<file path="config.mk">
export PLATFORM = sky130hd
export DESIGN_NAME = uart_command_line_receiver
export DESIGN_NICKNAME = d
export VERILOG_FILES = /design/src/hdl/ucl_pkg.sv /design/src/hdl/ucl_ram.sv /design/src/hdl/ucl_ctrl.sv /design/src/hdl/ucl_datapath.sv /design/src/hdl/uart_command_line_receiver.sv
export SDC_FILE = /design/constraint.sdc
export NUM_CORES = 1
export LEC_CHECK = 0
export ABC_CLOCK_PERIOD_IN_PS = 4700
export BUFFER_PORTS_ARGS = -buffer_cell sky130_fd_sc_hd__buf_4
export CORE_ASPECT_RATIO = 1.2
export CORE_MARGIN = 8
export CORE_UTILIZATION = 24
export DETAILED_ROUTE_END_ITERATION = 12
export SLEW_MARGIN = 0
export SYNTH_ARGS = -nofsm -noshare
export SYNTH_HDL_FRONTEND = slang
export SYNTH_SLANG_ARGS = --single-unit
</file>
<file path="constraint.sdc">
create_clock -name clk_i -period 4.7 [get_ports clk_i]
set_clock_uncertainty 0.1 [all_clocks]
set_input_delay 0.47 -clock clk_i [delete_from_list [all_inputs] [get_ports clk_i]]
set_output_delay 0.47 -clock clk_i [all_outputs]
set_load 0.1 [all_outputs]
</file>
<file path="src/hdl/ucl_pkg.sv">
// Shared constants, codes and controller/datapath interface types of the command-line receiver.
package ucl_pkg;

  localparam int LINE_DEPTH = 32;
  localparam int IDX_W      = $clog2(LINE_DEPTH + 1);
  localparam int ADDR_W     = $clog2(LINE_DEPTH);

  localparam int CHAR_W  = 8;
  localparam int LEN_W   = 6;
  localparam int KIND_W  = 3;
  localparam int TICK_W  = 9;
  localparam int LIMIT_W = 8;

  localparam logic [LIMIT_W-1:0] TIMEOUT_RESET = 8'd10;
  localparam logic [TICK_W-1:0]  TICK_MAX      = 9'h1ff;
  localparam logic [CHAR_W-1:0]  CHAR_Z        = 8'h7a;
  localparam logic [CHAR_W-1:0]  CHAR_NL       = 8'h0a;

  typedef enum logic [KIND_W-1:0] {
    KIND_PROMPT   = 3'd0,
    KIND_OVERRUN  = 3'd1,
    KIND_OVERFLOW = 3'd2,
    KIND_CHAR     = 3'd3,
    KIND_END      = 3'd4,
    KIND_TIMEOUT  = 3'd5
  } kind_e;

  typedef enum logic [1:0] {
    CASE_NONE,
    CASE_SINGLE,
    CASE_LINE
  } case_e;

  typedef enum logic [2:0] {
    ST_IDLE,
    ST_EXEC,
    ST_READ,
    ST_SEND,
    ST_END
  } state_e;

  typedef struct packed {
    logic take_item;
    logic exec;
    logic send_char;
    logic send_end;
  } ctrl_cmd_t;

  typedef struct packed {
    case_e item_case;
    logic  out_free;
    logic  len_zero;
    logic  last_char;
  } dp_status_t;

endpackage

</file>
<file path="src/hdl/ucl_ram.sv">
// Generic single-port-write, single-port-read RAM with a registered read.
module ucl_ram #(
  parameter int WIDTH = 8,
  parameter int DEPTH = 32
) (
  input  logic                     clk_i,
  input  logic                     we_i,
  input  logic [$clog2(DEPTH)-1:0] waddr_i,
  input  logic [WIDTH-1:0]         wdata_i,
  input  logic [$clog2(DEPTH)-1:0] raddr_i,
  output logic [WIDTH-1:0]         rdata_o
);

  logic [WIDTH-1:0] mem_q [DEPTH];
  logic [WIDTH-1:0] rdata_q;

  always_ff @(posedge clk_i) begin
    if (we_i) begin
      mem_q[waddr_i] <= wdata_i;
    end
    rdata_q <= mem_q[raddr_i];
  end

  assign rdata_o = rdata_q;

endmodule

</file>
<file path="src/hdl/ucl_ctrl.sv">
// Controller state machine that sequences request intake, execution and line emission.
module ucl_ctrl (
  input  logic                  clk_i,
  input  logic                  rst_ni,
  input  logic                  in_valid_i,
  output logic                  in_ready_o,
  input  ucl_pkg::dp_status_t   status_i,
  output ucl_pkg::ctrl_cmd_t    cmd_o
);

  ucl_pkg::state_e state_q, state_d;

  always_ff @(posedge clk_i or negedge rst_ni) begin
    if (!rst_ni) begin
      state_q <= ucl_pkg::ST_IDLE;
    end else begin
      state_q <= state_d;
    end
  end

  always_comb begin
    state_d = state_q;
    case (state_q)
      ucl_pkg::ST_IDLE: begin
        if (in_valid_i) begin
          state_d = ucl_pkg::ST_EXEC;
        end
      end
      ucl_pkg::ST_EXEC: begin
        if (status_i.item_case == ucl_pkg::CASE_LINE) begin
          state_d = status_i.len_zero ? ucl_pkg::ST_END : ucl_pkg::ST_READ;
        end else if (status_i.item_case == ucl_pkg::CASE_NONE || status_i.out_free) begin
          state_d = ucl_pkg::ST_IDLE;
        end
      end
      ucl_pkg::ST_READ: begin
        state_d = ucl_pkg::ST_SEND;
      end
      ucl_pkg::ST_SEND: begin
        if (status_i.out_free) begin
          state_d = status_i.last_char ? ucl_pkg::ST_END : ucl_pkg::ST_READ;
        end
      end
      ucl_pkg::ST_END: begin
        if (status_i.out_free) begin
          state_d = ucl_pkg::ST_IDLE;
        end
      end
      default: begin
        state_d = ucl_pkg::ST_IDLE;
      end
    endcase
  end

  always_comb begin
    in_ready_o      = 1'b0;
    cmd_o.take_item = 1'b0;
    cmd_o.exec      = 1'b0;
    cmd_o.send_char = 1'b0;
    cmd_o.send_end  = 1'b0;
    case (state_q)
      ucl_pkg::ST_IDLE: begin
        in_ready_o      = 1'b1;
        cmd_o.take_item = in_valid_i;
      end
      ucl_pkg::ST_EXEC: begin
        cmd_o.exec = (status_i.item_case != ucl_pkg::CASE_SINGLE) || status_i.out_free;
      end
      ucl_pkg::ST_READ: begin
      end
      ucl_pkg::ST_SEND: begin
        cmd_o.send_char = status_i.out_free;
      end
      ucl_pkg::ST_END: begin
        cmd_o.send_end = status_i.out_free;
      end
      default: begin
      end
    endcase
  end

endmodule

</file>
<file path="src/hdl/ucl_datapath.sv">
// Datapath: receiver state registers, line store, emission counter and result register.
module ucl_datapath (
  input  logic                          clk_i,
  input  logic                          rst_ni,
  input  ucl_pkg::ctrl_cmd_t            cmd_i,
  output ucl_pkg::dp_status_t           status_o,
  input  logic                          command_i,
  input  logic [ucl_pkg::CHAR_W-1:0]    rx_byte_i,
  input  logic                          framing_error_i,
  input  logic                          overrun_error_i,
  input  logic                          cfg_we_i,
  input  logic [ucl_pkg::LIMIT_W-1:0]   cfg_wdata_i,
  input  logic                          out_ready_i,
  output logic                          out_valid_o,
  output logic [ucl_pkg::KIND_W-1:0]    event_kind_o,
  output logic [ucl_pkg::CHAR_W-1:0]    char_out_o,
  output logic [ucl_pkg::LEN_W-1:0]     line_length_o,
  output logic                          receiving_o,
  output logic                          last_o
);

  // Latched request.
  logic                        cmd_q;
  logic [ucl_pkg::CHAR_W-1:0]  byte_q;
  logic                        ferr_q;
  logic                        oerr_q;

  // Receiver state.
  logic                        mode_q, mode_d;
  logic [ucl_pkg::IDX_W-1:0]   wi_q, wi_d;
  logic                        timer_q, timer_d;
  logic [ucl_pkg::TICK_W-1:0]  tick_q, tick_d;
  logic [ucl_pkg::LIMIT_W-1:0] limit_q;
  logic [ucl_pkg::IDX_W-1:0]   len_q, len_calc;
  logic [ucl_pkg::IDX_W-1:0]   rd_cnt_q;

  // Result register.
  logic                        out_valid_q;
  ucl_pkg::kind_e              out_kind_q;
  logic [ucl_pkg::CHAR_W-1:0]  out_char_q;
  logic [ucl_pkg::LEN_W-1:0]   out_len_q;
  logic                        out_recv_q;
  logic                        out_last_q;

  ucl_pkg::case_e              item_case;
  ucl_pkg::kind_e              single_kind;
  logic                        store;
  logic                        out_free;
  logic                        load_single;
  logic [ucl_pkg::CHAR_W-1:0]  ram_rdata;

  always_ff @(posedge clk_i) begin
    if (cmd_i.take_item) begin
      cmd_q  <= command_i;
      byte_q <= rx_byte_i;
      ferr_q <= framing_error_i;
      oerr_q <= overrun_error_i;
    end
  end

  // Decision for the latched request, in the priority order of the receiver.
  always_comb begin
    item_case   = ucl_pkg::CASE_NONE;
    single_kind = ucl_pkg::KIND_PROMPT;
    mode_d      = mode_q;
    wi_d        = wi_q;
    timer_d     = timer_q;
    tick_d      = tick_q;
    store       = 1'b0;
    if (cmd_q) begin
      if (timer_q) begin
        if (tick_q > {1'b0, limit_q}) begin
          item_case   = ucl_pkg::CASE_SINGLE;
          single_kind = ucl_pkg::KIND_TIMEOUT;
          mode_d      = 1'b0;
          wi_d        = '0;
          timer_d     = 1'b0;
          tick_d      = '0;
        end else if (tick_q != ucl_pkg::TICK_MAX) begin
          tick_d = tick_q + 1'b1;
        end
      end
    end else if (ferr_q) begin
      item_case   = ucl_pkg::CASE_SINGLE;
      single_kind = ucl_pkg::KIND_PROMPT;
      mode_d      = 1'b1;
      wi_d        = '0;
      timer_d     = 1'b1;
      tick_d      = '0;
    end else if (oerr_q) begin
      item_case   = ucl_pkg::CASE_SINGLE;
      single_kind = ucl_pkg::KIND_OVERRUN;
      wi_d        = '0;
    end else if (wi_q >= ucl_pkg::IDX_W'(ucl_pkg::LINE_DEPTH)) begin
      item_case   = ucl_pkg::CASE_SINGLE;
      single_kind = ucl_pkg::KIND_OVERFLOW;
      wi_d        = '0;
    end else if (wi_q == '0 && byte_q > ucl_pkg::CHAR_Z) begin
      item_case = ucl_pkg::CASE_NONE;
    end else begin
      store = 1'b1;
      if (byte_q == ucl_pkg::CHAR_NL) begin
        item_case = ucl_pkg::CASE_LINE;
        mode_d    = 1'b0;
        wi_d      = '0;
        timer_d   = 1'b0;
        tick_d    = '0;
      end else begin
        wi_d = wi_q + 1'b1;
      end
    end
  end

  // The newline lands at wi_q, so the line holds wi_q + 1 bytes and the payload wi_q - 1.
  assign len_calc = (wi_q < ucl_pkg::IDX_W'(2)) ? '0 : wi_q - 1'b1;

  always_ff @(posedge clk_i or negedge rst_ni) begin
    if (!rst_ni) begin
      mode_q   <= 1'b0;
      wi_q     <= '0;
      timer_q  <= 1'b0;
      tick_q   <= '0;
      limit_q  <= ucl_pkg::TIMEOUT_RESET;
      len_q    <= '0;
      rd_cnt_q <= '0;
    end else begin
      if (cfg_we_i) begin
        limit_q <= cfg_wdata_i;
      end
      if (cmd_i.exec) begin
        mode_q   <= mode_d;
        wi_q     <= wi_d;
        timer_q  <= timer_d;
        tick_q   <= tick_d;
        len_q    <= len_calc;
        rd_cnt_q <= '0;
      end else if (cmd_i.send_char) begin
        rd_cnt_q <= rd_cnt_q + 1'b1;
      end
    end
  end

  ucl_ram #(
    .WIDTH (ucl_pkg::CHAR_W),
    .DEPTH (ucl_pkg::LINE_DEPTH)
  ) u_line_store (
    .clk_i   (clk_i),
    .we_i    (cmd_i.exec && store),
    .waddr_i (wi_q[ucl_pkg::ADDR_W-1:0]),
    .wdata_i (byte_q),
    .raddr_i (rd_cnt_q[ucl_pkg::ADDR_W-1:0]),
    .rdata_o (ram_rdata)
  );

  assign out_free    = !out_valid_q || out_ready_i;
  assign load_single = cmd_i.exec && (item_case == ucl_pkg::CASE_SINGLE);

  always_ff @(posedge clk_i or negedge rst_ni) begin
    if (!rst_ni) begin
      out_valid_q <= 1'b0;
    end else if (load_single || cmd_i.send_char || cmd_i.send_end) begin
      out_valid_q <= 1'b1;
    end else if (out_ready_i) begin
      out_valid_q <= 1'b0;
    end
  end

  always_ff @(posedge clk_i) begin
    if (load_single) begin
      out_kind_q <= single_kind;
      out_char_q <= '0;
      out_len_q  <= '0;
      out_recv_q <= mode_d;
      out_last_q <= 1'b1;
    end else if (cmd_i.send_char) begin
      out_kind_q <= ucl_pkg::KIND_CHAR;
      out_char_q <= ram_rdata;
      out_len_q  <= '0;
      out_recv_q <= mode_q;
      out_last_q <= 1'b0;
    end else if (cmd_i.send_end) begin
      out_kind_q <= ucl_pkg::KIND_END;
      out_char_q <= '0;
      out_len_q  <= ucl_pkg::LEN_W'(len_q);
      out_recv_q <= mode_q;
      out_last_q <= 1'b1;
    end
  end

  assign status_o.item_case = item_case;
  assign status_o.out_free  = out_free;
  assign status_o.len_zero  = (len_calc == '0);
  assign status_o.last_char = (ucl_pkg::IDX_W'(rd_cnt_q + 1'b1) == len_q);

  assign out_valid_o   = out_valid_q;
  assign event_kind_o  = out_kind_q;
  assign char_out_o    = out_char_q;
  assign line_length_o = out_len_q;
  assign receiving_o   = out_recv_q;
  assign last_o        = out_last_q;

endmodule

</file>
<file path="src/hdl/uart_command_line_receiver.sv">
// Top level of the UART command-line receiver: stream ports, controller and datapath.
//
//   Channel   Direction  Signals                             Carries
//   s_axis    in         tvalid/tready/tdata[15:0]/tuser[0]  received byte or timer tick
//   m_axis    out        tvalid/tready/tdata[15:0]/tuser     events, tlast closes a request
//   cfg       in         cfg_we_i/cfg_wdata_i[7:0]           timeout limit (reset value 10)
//
// A request is taken in the idle state and executed in the execute state; a request that
// produces one event waits there until the result register is free. A newline request
// then reads the line store, whose read port is registered, alternating a read state and
// a send state for each character before the line end state, with a line of at most
// LINE_DEPTH - 2 characters; downstream stalls hold the send and line end states.
// Reset is asynchronous and active low; the line store is not cleared, since only entries
// written since the write index was last cleared are ever read. A stalled m_axis side
// holds the result register; the next request is still taken while it waits.
module uart_command_line_receiver (
  input  logic        clk_i,
  input  logic        rst_ni,

  // Timeout limit register.
  input  logic        cfg_we_i,
  input  logic [7:0]  cfg_wdata_i,

  input  logic        s_axis_tvalid,
  output logic        s_axis_tready,
  input  logic [15:0] s_axis_tdata,   // [7:0] rx_byte, [8] framing_error,
                                      // [9] overrun_error, [15:10] zero
  input  logic [0:0]  s_axis_tuser,   // [0] command

  output logic        m_axis_tvalid,
  input  logic        m_axis_tready,
  output logic [15:0] m_axis_tdata,   // [7:0] char_out, [13:8] line_length,
                                      // [14] receiving, [15] zero
  output logic [2:0]  m_axis_tuser,   // [2:0] event_kind
  output logic        m_axis_tlast    // last event caused by the request
);

  ucl_pkg::ctrl_cmd_t  cmd;
  ucl_pkg::dp_status_t status;

  logic [ucl_pkg::CHAR_W-1:0] char_out;
  logic [ucl_pkg::LEN_W-1:0]  line_length;
  logic                       receiving;

  // The controller decides when a request is taken, executed and when each
  // line character or line end is pushed into the result register.
  ucl_ctrl u_ctrl (
    .clk_i      (clk_i),
    .rst_ni     (rst_ni),
    .in_valid_i (s_axis_tvalid),
    .in_ready_o (s_axis_tready),
    .status_i   (status),
    .cmd_o      (cmd)
  );

  // The datapath holds the receive mode, write index, timer, line store and
  // the output register that decouples the two stream sides.
  ucl_datapath u_datapath (
    .clk_i           (clk_i),
    .rst_ni          (rst_ni),
    .cmd_i           (cmd),
    .status_o        (status),
    .command_i       (s_axis_tuser[0]),
    .rx_byte_i       (s_axis_tdata[7:0]),
    .framing_error_i (s_axis_tdata[8]),
    .overrun_error_i (s_axis_tdata[9]),
    .cfg_we_i        (cfg_we_i),
    .cfg_wdata_i     (cfg_wdata_i),
    .out_ready_i     (m_axis_tready),
    .out_valid_o     (m_axis_tvalid),
    .event_kind_o    (m_axis_tuser),
    .char_out_o      (char_out),
    .line_length_o   (line_length),
    .receiving_o     (receiving),
    .last_o          (m_axis_tlast)
  );

  assign m_axis_tdata = {1'b0, receiving, line_length, char_out};

  // A request is executed one at a time, so intake closes right after a request.
  assert property (@(posedge clk_i) disable iff (!rst_ni)
    s_axis_tvalid && s_axis_tready |=> !s_axis_tready)
    else $error("request accepted while the previous one was still executing");

  // Line characters never close a request; every other event does.
  assert property (@(posedge clk_i) disable iff (!rst_ni)
    m_axis_tvalid |-> ((m_axis_tuser == ucl_pkg::KIND_CHAR) != m_axis_tlast))
    else $error("tlast does not match the event kind");

  // Line characters and line ends are emitted after receive mode was left.
  assert property (@(posedge clk_i) disable iff (!rst_ni)
    m_axis_tvalid && (m_axis_tuser == ucl_pkg::KIND_CHAR || m_axis_tuser == ucl_pkg::KIND_END)
    |-> !m_axis_tdata[14])
    else $error("line output reported with receive mode still set");

  // Only the line end carries a length.
  assert property (@(posedge clk_i) disable iff (!rst_ni)
    m_axis_tvalid && (m_axis_tuser != ucl_pkg::KIND_END) |-> m_axis_tdata[13:8] == '0)
    else $error("nonzero line length on an event other than a line end");

endmodule

</file>
==> metrics.txt, run 1 <==
Setup TNS Final 0 ns; Hold Violations, Final 0; Leakage Power 5.32 nW; register clock-pin slew on the reported worst setup and hold paths 0.07 ns; effective utilization at floorplan 24.2%; dominant cells by area after synthesis edfxtp_1 (59%), mux4_2 (13%), dfrtp_1 (7.1%), dfxtp_1 (3.3%), nor2_1 (1.7%); fin nets 895; critical path's largest stage delay 0.81 ns; Syn Nets 831; flops & latches, synth 335; weighted congestion at the end of routability-driven global placement 0.800; Buf/Inv on CP 0; Chip Height 278 µm; total count of max-transition violations in the final report 0; number of H-tree branching levels 1; first-pass GRT wire length 45,100 µm; Synth Area in Compound Gates 4.88%; Max FO, Critical Path 10; cell type with the highest aggregate area in the netlist edfxtp_1; slowest library cell on the worst path nor2_1; top library cells by usage in the layout, fill and taps aside edfxtp_1 (271), mux4_2 (80), nor2_1 (64); Num CTS Buffers 30; pin count of the biggest net entering global routing 56; post-synthesis simple-gate area fraction 6.08%; minimum clock period after layout 3.42 ns; Max Buffers Root-to-Sink 3; Yosys warnings 0; vias in the first global route 7,418; DIE WIDTH 235 µm; register area share after synthesis 69.9%; number of clock sinks 335; Synth async-reset ratio 12.2%; final count of negative-setup-slack endpoints 0; count of unresolved DRC violations after routing 0; area share of the largest cell type after synthesis 59.1%; total of fill cells in the finished design 5,635; Root Buffer Master clkbuf_16; fin cells 1,607; unrepaired setup endpoints after global routing false; via count normalized by instance count 4.44; dominant combinational cell family by area after synthesis multiplexers; Worst Hold Margin 0.0328 ns; period utilisation layout 72.8%; kind of end point of the critical path flip-flop; total routed wirelength 28,800 µm; class of the most critical setup path flip-flop to flip-flop; drt first-iter violations 422; worst slew margin relative to its limit 21.6%; critical path arrival 3.51 ns; Port-buffer cells 44; total iterations of the first detailed-routing run 5; worst path cell trace nor4_1, a21boi_2, nand3_1, nor2_1; TritonCTS clock tree done; Detail Placement HPWL 19,500 µm; overflow left after global routing 0; fraction of synthesized cell area in xor and xnor cells 0.763%; flip-flop cell with the highest count after synthesis edfxtp_1; number of cells in the design after placement 1,538; number of top-level pins 52; Highest Clock Rate 292 MHz; number of library cell types mapped by synthesis 65; source-to-sink clock delay at the later pin of the worst-skew pair 0.56 ns; # diodes 0; placeable core region 0.0569 mm²; instance count of the mapped netlist 785; placement row count 96; run status completed; number of instances resized during post-cts repair 0; number of routed nets with antenna violations 0; Worst Setup Start Kind flip-flop; Max-cap violations 0; type of the most critical hold path input port to flip-flop; mux cell area share after synthesis 15.1%; worst voltage drop across the vdd grid 0.286 mV; layout overhead on the synthesized area 17.6%; Tightest Pin Transition 1.18 ns; Mapped Avg Cell Area 17.5 µm²; setup bufs post-CTS 0; adder-cell area share of the yosys netlist 1.45%; die footprint 0.0653 mm²; initial antenna violation count 0; Cell Area, Synth 0.0138 mm²; family with the most delay on the worst path simple AND/OR/NAND/NOR gates; Global Route Usage Sum 8.78%; via count of the routed design 7,128; Routed WL per cell 17.9 µm; power per unit of standard cell area 440 mW/mm²; commonest non-fill, non-tap cell in the layout edfxtp_1; Critical Path RT 4.78 ns; number of enable-type register cells in the synthesized netlist 271; layout cell share with drive strength beyond 1 25.0%
[worst reg2reg max path, delay by kind of cell (launching register included)]
kind / cells / cell delay, ns
simple gates: 3 / 1.94
flops: 1 / 0.56
compound gates: 1 / 0.45
[cells in the mapped netlist, drive strengths merged, types with 3 or more instances]
cell,number
nand2b,7
and3,13
buf,19
dfrtp,39
nor2,64
and2,5
a21oi,18
a22o,11
nor2b,4
inv,18
edfxtp,271
mux2,16
nand3,15
a21o,7
clkbuf,18
nand3b,3
nand2,31
a31oi,10
nand4,7
nor3b,3
dfxtp,23
xnor2,9
o21bai,3
mux4,80
ha,16
mux2i,10
nor3,8
o21ai,17
xor2,3
[per-stage QoR]
stage	setup WS (ns)	cell area (µm²)	total power, W	utilization (%)
after floorplan	1.06	13800	0.00421	-
after global placement	1.38	15000	0.00448	26.3
after detailed placement	1.32	15000	0.00451	26.3
after CTS	1.30	16200	0.00720	28.4
after global routing	1.07	16200	0.00739	28.4
final	1.28	16200	0.00713	28.4
[power breakdown]
| part | switching, W | internal, W |
|---|---|---|
| combinational | 0.000612 | 0.000302 |
| clock | 0.00108 | 0.00160 |
| sequential | 0.000138 | 0.00339 |
| total | 0.00183 | 0.00529 |
[sequential cells by signal (all words and copies together) (netlist names), 3 cells and up]
| name | count |
|---|---|
| u_datapath.rd_cnt_q | 6 |
| u_ctrl.state_q | 3 |
| u_datapath.wi_q | 6 |
| u_datapath.event_kind_o | 3 |
| u_datapath.limit_q | 8 |
| u_datapath.char_out_o | 8 |
| u_datapath.u_line_store.rdata_o | 8 |
| u_datapath.line_length_o | 6 |
| u_datapath.byte_q | 8 |
| u_datapath.len_q | 6 |
| u_datapath.tick_q | 9 |
| u_datapath.u_line_store.mem_q | 256 |
[kinds of logic after synthesis]
group / after synthesis
flops: 335
simple gates: 171
mux: 106
compound gates: 89
buf+inv: 55
fa+ha+maj: 16
xor+xnor: 12
other cells: 1
[cell type report]
cell class,instances,area (µm²),area share (%)
Sequential cell,335,9630,59.5
Timing Repair Buffer,69,578,3.57
Inverter,18,67.6,0.417
Tap cell,735,920,5.68
Clock inverter,21,307,1.89
Multi-Input combinational cell,395,3900,24.1
Clock buffer,34,787,4.86
[what timing repair did]
action,4_1_cts,5_1_grt
endpoints found under the hold margin,52,0
hold buffers,14,0
setup endpoints to repair,0,0
[worst paths after layout]
check / cells past startpoint / to / from / slack [ns]
min: 3 / u_datapath.limit_q[5]$_DFFE_PN0P_ / cfg_wdata_i[5] / 0.03
max in group asynchronous: 2 / u_datapath.rd_cnt_q[0]$_DFFE_PN0P_ / rst_ni / 3.73
max reg2reg: 4 / u_datapath.u_line_store.mem_q[18][6]$_DFFE_PP_ / u_datapath.cmd_q$_DFFE_PP_ / 1.28
max: 4 / u_datapath.u_line_store.mem_q[18][6]$_DFFE_PP_ / u_datapath.cmd_q$_DFFE_PP_ / 1.28
min in group asynchronous: 2 / u_datapath.rd_cnt_q[0]$_DFFE_PN0P_ / rst_ni / 0.35
min reg2reg: 2 / u_datapath.last_o$_SDFFE_PP1P_ / u_datapath.last_o$_SDFFE_PP1P_ / 0.34
[layer usage]
metal	wire length (µm)	up-vias	GRT usage, %
li1	-	3246	-
met1	11100	3647	9.91
met2	15300	187	16.2
met3	1320	48	1.36
met4	1070	0	4.01
met5	0	-	0
No activity file was read; power rests on OpenSTA's default activity.
==> run 2: changes to the inputs <==
ABC_AREA = 1   (was default)
ABC_CLOCK_PERIOD_IN_PS = 3390   (was 4700)
clock period = 3.39 ns   (was 4.7 ns; I/O delays follow)
==> run 2 against run 1 <==
Against the previous run:
- worst hold slack better by 0.010 ns
- final area is 4.5% higher
- area after synthesis is 2.7% higher
- cell count rose by 33%
- clock power rose by 25%
- count of clock-buffer cells in the layout increased by 6
- global-route usage up 1.7 points
- synthesized cell count up 55%
- routed wire length increased by 24%
- via count up 35%
- maximum frequency up 17%
==> metrics.txt, run 2 <==
Port-buffer cells 44 (unchanged); mux cell area share after synthesis 0.363% (-15 points); pre-CTS setup slack 0.466 ns (-0.857 ns); number of routed nets with antenna violations 0 (unchanged); Critical Path RT 3.57 ns (-1.21 ns); effective utilization at floorplan 24.2% (+0.034 points); Max Buffers Root-to-Sink 3 (unchanged); type of the most critical hold path input port to flip-flop; footprint of the multi-input gates 0.00398 mm² (+2.1%); relative contribution of sequential cells to total power 50.5% (+1.0 points); Synth async-reset ratio 12.2% (unchanged); number of flip-flops in the largest register 256 (unchanged); minimum clock period after layout 2.93 ns (-0.491 ns); via count normalized by instance count 4.52 (+1.8%); fraction of synthesized cell area in xor and xnor cells 0.805% (+0.042 points); cell type with the highest aggregate area in the netlist edfxtp_1; period utilisation layout 86.5% (+14 points); placement-stage cell area 0.0156 mm² (+4.4%); Largest Register u_datapath.u_line_store.mem_q; Max-cap violations 0 (unchanged); total iterations of the first detailed-routing run 5 (unchanged); DIE WIDTH 238 µm (+1.2%); vias in the first global route 9,815 (+32%); number of top-level pins 52 (unchanged); weighted congestion at the end of routability-driven global placement 0.819 (+2.3%); register cell area after layout 0.00963 mm² (about the same); Routed WL per cell 16.7 µm (-6.4%); worst voltage drop across the vdd grid 0.364 mV (+27%); Chip Height 282 µm (+1.3%); Comb pwr share 14.3% (+1.5 points); Commonest cells post-synth edfxtp_1 (271), nor2_1 (217), o21ai_0 (157), nand2_1 (134), inv_1 (66); via count of the routed design 9,650 (+35%); number of clock sinks 335 (unchanged); met1 demand-to-capacity share in global routing 12.2% (+2.3 points); total routed wirelength 35,800 µm (+24%); adder-cell area share of the yosys netlist 1.42% (-0.038 points); commonest non-fill, non-tap cell in the layout edfxtp_1; first-pass GRT wire length 55,600 µm (+23%); number of H-tree branching levels 1 (unchanged); Top Registers u_datapath.u_line_store.mem_q: 256 flops, u_datapath.tick_q: 9 flops; power per unit of standard cell area 563 mW/mm² (+28%); final std cell area, no fill 0.0169 mm² (+4.5%); run status completed; Worst Hold Margin 0.0432 ns (+0.0104 ns); initial antenna violation count 0 (unchanged); final count of negative-setup-slack endpoints 0 (unchanged); Synth Area in Compound Gates 12.0% (+7.1 points); Setup TNS Final 0 ns (unchanged); Worst Setup Start Kind flip-flop; Highest Clock Rate 341 MHz (+17%); Mapped Avg Cell Area 11.6 µm² (-34%); number of instances resized during post-cts repair 0 (unchanged); total count of max-transition violations in the final report 0 (unchanged); Leakage Power 6.09 nW (+15%); Global Route Usage Sum 10.5% (+1.7 points); count of unresolved DRC violations after routing 0 (unchanged); post-synthesis simple-gate area fraction 13.5% (+7.5 points); met2 global-route usage 19.4% (+3.2 points); dominant cells by area after synthesis edfxtp_1 (58%), dfrtp_1 (6.9%), nor2_1 (5.8%), o21ai_0 (5.6%), nand2_1 (3.6%); Detail Placement HPWL 22,800 µm (+17%); final worst-path setup slack 0.458 ns (-0.819 ns); instance count of the mapped netlist 1,220 (+55%); met3 Resource Use GR 1.63% (+0.28 points); Clock power frac 35.2% (-2.4 points); layout cell share with drive strength beyond 1 13.2% (-12 points); area share of the largest cell type after synthesis 57.5% (-1.5 points); pin count of the biggest net entering global routing 133 (+140%); top library cells by usage in the layout, fill and taps aside edfxtp_1 (271), nor2_1 (217), o21ai_0 (157); worst slew margin relative to its limit 51.8% (+30 points); Max FO, Critical Path 14 (+4); register clock-pin slew on the reported worst setup and hold paths 0.07 ns (about the same); kind of end point of the critical path flip-flop; critical path arrival 3.11 ns (-0.40 ns); sw power 0.00260 W (+41%); number of enable-type register cells in the synthesized netlist 271 (unchanged); flops & latches, synth 335 (unchanged); fin nets 1,366 (+53%); # diodes 0 (unchanged); Tightest Pin Transition 0.723 ns (-0.453 ns); Root Buffer Master clkbuf_16; most frequent cell after synthesis edfxtp_1; Num CTS Buffers 31 (+3.3%); total of fill cells in the finished design 5,963 (+5.8%); Hold Violations, Final 0 (unchanged); unrepaired setup endpoints after global routing false; TritonCTS clock tree done; layout overhead on the synthesized area 19.6%; Syn Nets 1,266 (+52%); flip-flop cell with the highest count after synthesis edfxtp_1; die footprint 0.0670 mm² (+2.5%); P_int 0.00692 W (+31%); register area share after synthesis 68.1% (-1.8 points); source-to-sink clock delay at the later pin of the worst-skew pair 0.57 ns (about the same); switching share of total power 27.3% (+1.5 points); dominant combinational cell family by area after synthesis simple AND/OR/NAND/NOR gates; class of the most critical setup path flip-flop to flip-flop; overflow left after global routing 0 (unchanged); post-route core utilization 29.0% (+0.53 points); drt first-iter violations 753 (+78%); Cell Area, Synth 0.0141 mm² (+2.7%); placeable core region 0.0584 mm² (+2.5%); most used routing layer met2; placement row count 97 (+1.0%); Yosys warnings 0 (unchanged); number of library cell types mapped by synthesis 49 (-25%)
[run 2: cell count changes after synthesis, moves of 14 or more]
| cell | previous run | this run |
|---|---|---|
| buf_2 | 8 | 22 |
| mux2_2 | 16 | 1 |
| clkbuf_1 | 18 | 36 |
| mux4_2 | 80 | 0 |
| o22ai_1 | 1 | 21 |
| nand2_1 | 31 | 134 |
| o21ai_0 | 17 | 157 |
| nor2_1 | 64 | 217 |
| o221ai_1 | 0 | 48 |
| inv_1 | 18 | 66 |
| nand3_1 | 14 | 48 |
[run 2: layout make-up]
class,count,area share [%]
Multi-Input combinational cell,755,23.5
Timing Repair Buffer,130,6.39
Clock inverter,18,0.740
Tap cell,792,5.86
Sequential cell,335,56.9
Clock buffer,40,5.02
Inverter,67,1.49
[run 2: power groups by stage]
| stage | registers (W) | clock network (W) | logic [W] |
|---|---|---|---|
| 3_5_place_dp | 0.00489 | 0 | 0.00133 |
| 2_1_floorplan | 0.00503 | 0 | 0.000793 |
| 5_1_grt | 0.00482 | 0.00358 | 0.00151 |
| 6_report | 0.00481 | 0.00335 | 0.00136 |
| 4_1_cts | 0.00481 | 0.00342 | 0.00137 |
| 3_3_place_gp | 0.00489 | 0 | 0.00131 |
[run 2: worst paths after layout]
| path | from | end | slack [ns] | depth (start not counted) |
|---|---|---|---|---|
| worst max-delay path | u_datapath.limit_q[3]$_DFFE_PN1P_ | u_datapath.u_line_store.mem_q[24][0]$_DFFE_PP_ | 0.46 | 16 |
| worst min-delay path | cfg_we_i | u_datapath.limit_q[0]$_DFFE_PN0P_ | 0.04 | 2 |
| worst max register to register | u_datapath.limit_q[3]$_DFFE_PN1P_ | u_datapath.u_line_store.mem_q[24][0]$_DFFE_PP_ | 0.46 | 16 |
| worst min register to register | u_datapath.timer_q$_DFFE_PN0P_ | u_datapath.timer_q$_DFFE_PN0P_ | 0.41 | 2 |
| max in group asynchronous | rst_ni | u_datapath.rd_cnt_q[0]$_DFFE_PN0P_ | 2.55 | 2 |
| min in group asynchronous | rst_ni | u_datapath.len_q[3]$_DFFE_PN0P_ | 0.21 | 2 |
[run 2: timing repair]
item	4_1_cts	5_1_grt
hold buffers	32	0
endpoints found under the hold margin	58	0
buffers inserted	0	0
[run 2: per-layer routing]
layer | share of wire [%] | wire length (µm) | vias to the layer above
met1 | 41 | 14700 | 4788
met4 | 2.8 | 994 | 0
met3 | 4.6 | 1660 | 57
met2 | 52 | 18400 | 239
li1 | - | - | 4566
met5 | 0 | 0 | -
[run 2: stage by stage]
| stage | cells | power [W] |
|---|---|---|
| 6_report | 2137 | 0.00952 |
| 5_1_grt | 2137 | 0.00991 |
| 4_1_cts | 2137 | 0.00960 |
| 3_5_place_dp | 2047 | 0.00622 |
| 3_3_place_gp | 2047 | 0.00620 |
| 2_1_floorplan | 1220 | 0.00582 |
[run 2: logic make-up (layout without fill, tap and decap cells)]
family,count (synthesis),count (layout)
mux,5,5
fa+ha+maj,16,16
buf+inv,130,255
simple gates,442,442
compound gates,278,278
other cells,1,1
xor+xnor,13,13
flops,335,335
[run 2: worst max-delay path, stage by stage, from the launching register on]
cell     delay [ns]
dfstp_2        0.52
inv_1          0.05
ha_1           0.28
nand2_1        0.07
inv_1          0.06
nand2_1        0.06
nand2_1        0.05
nand2_1        0.08
nand3_2        0.10
nand3_4        0.12
nand2_4        0.10
nand2_4        0.11
nand2_4        0.14
nor2_8         0.21
nand2_4        0.16
nor2_1         0.23
buf_4          0.21
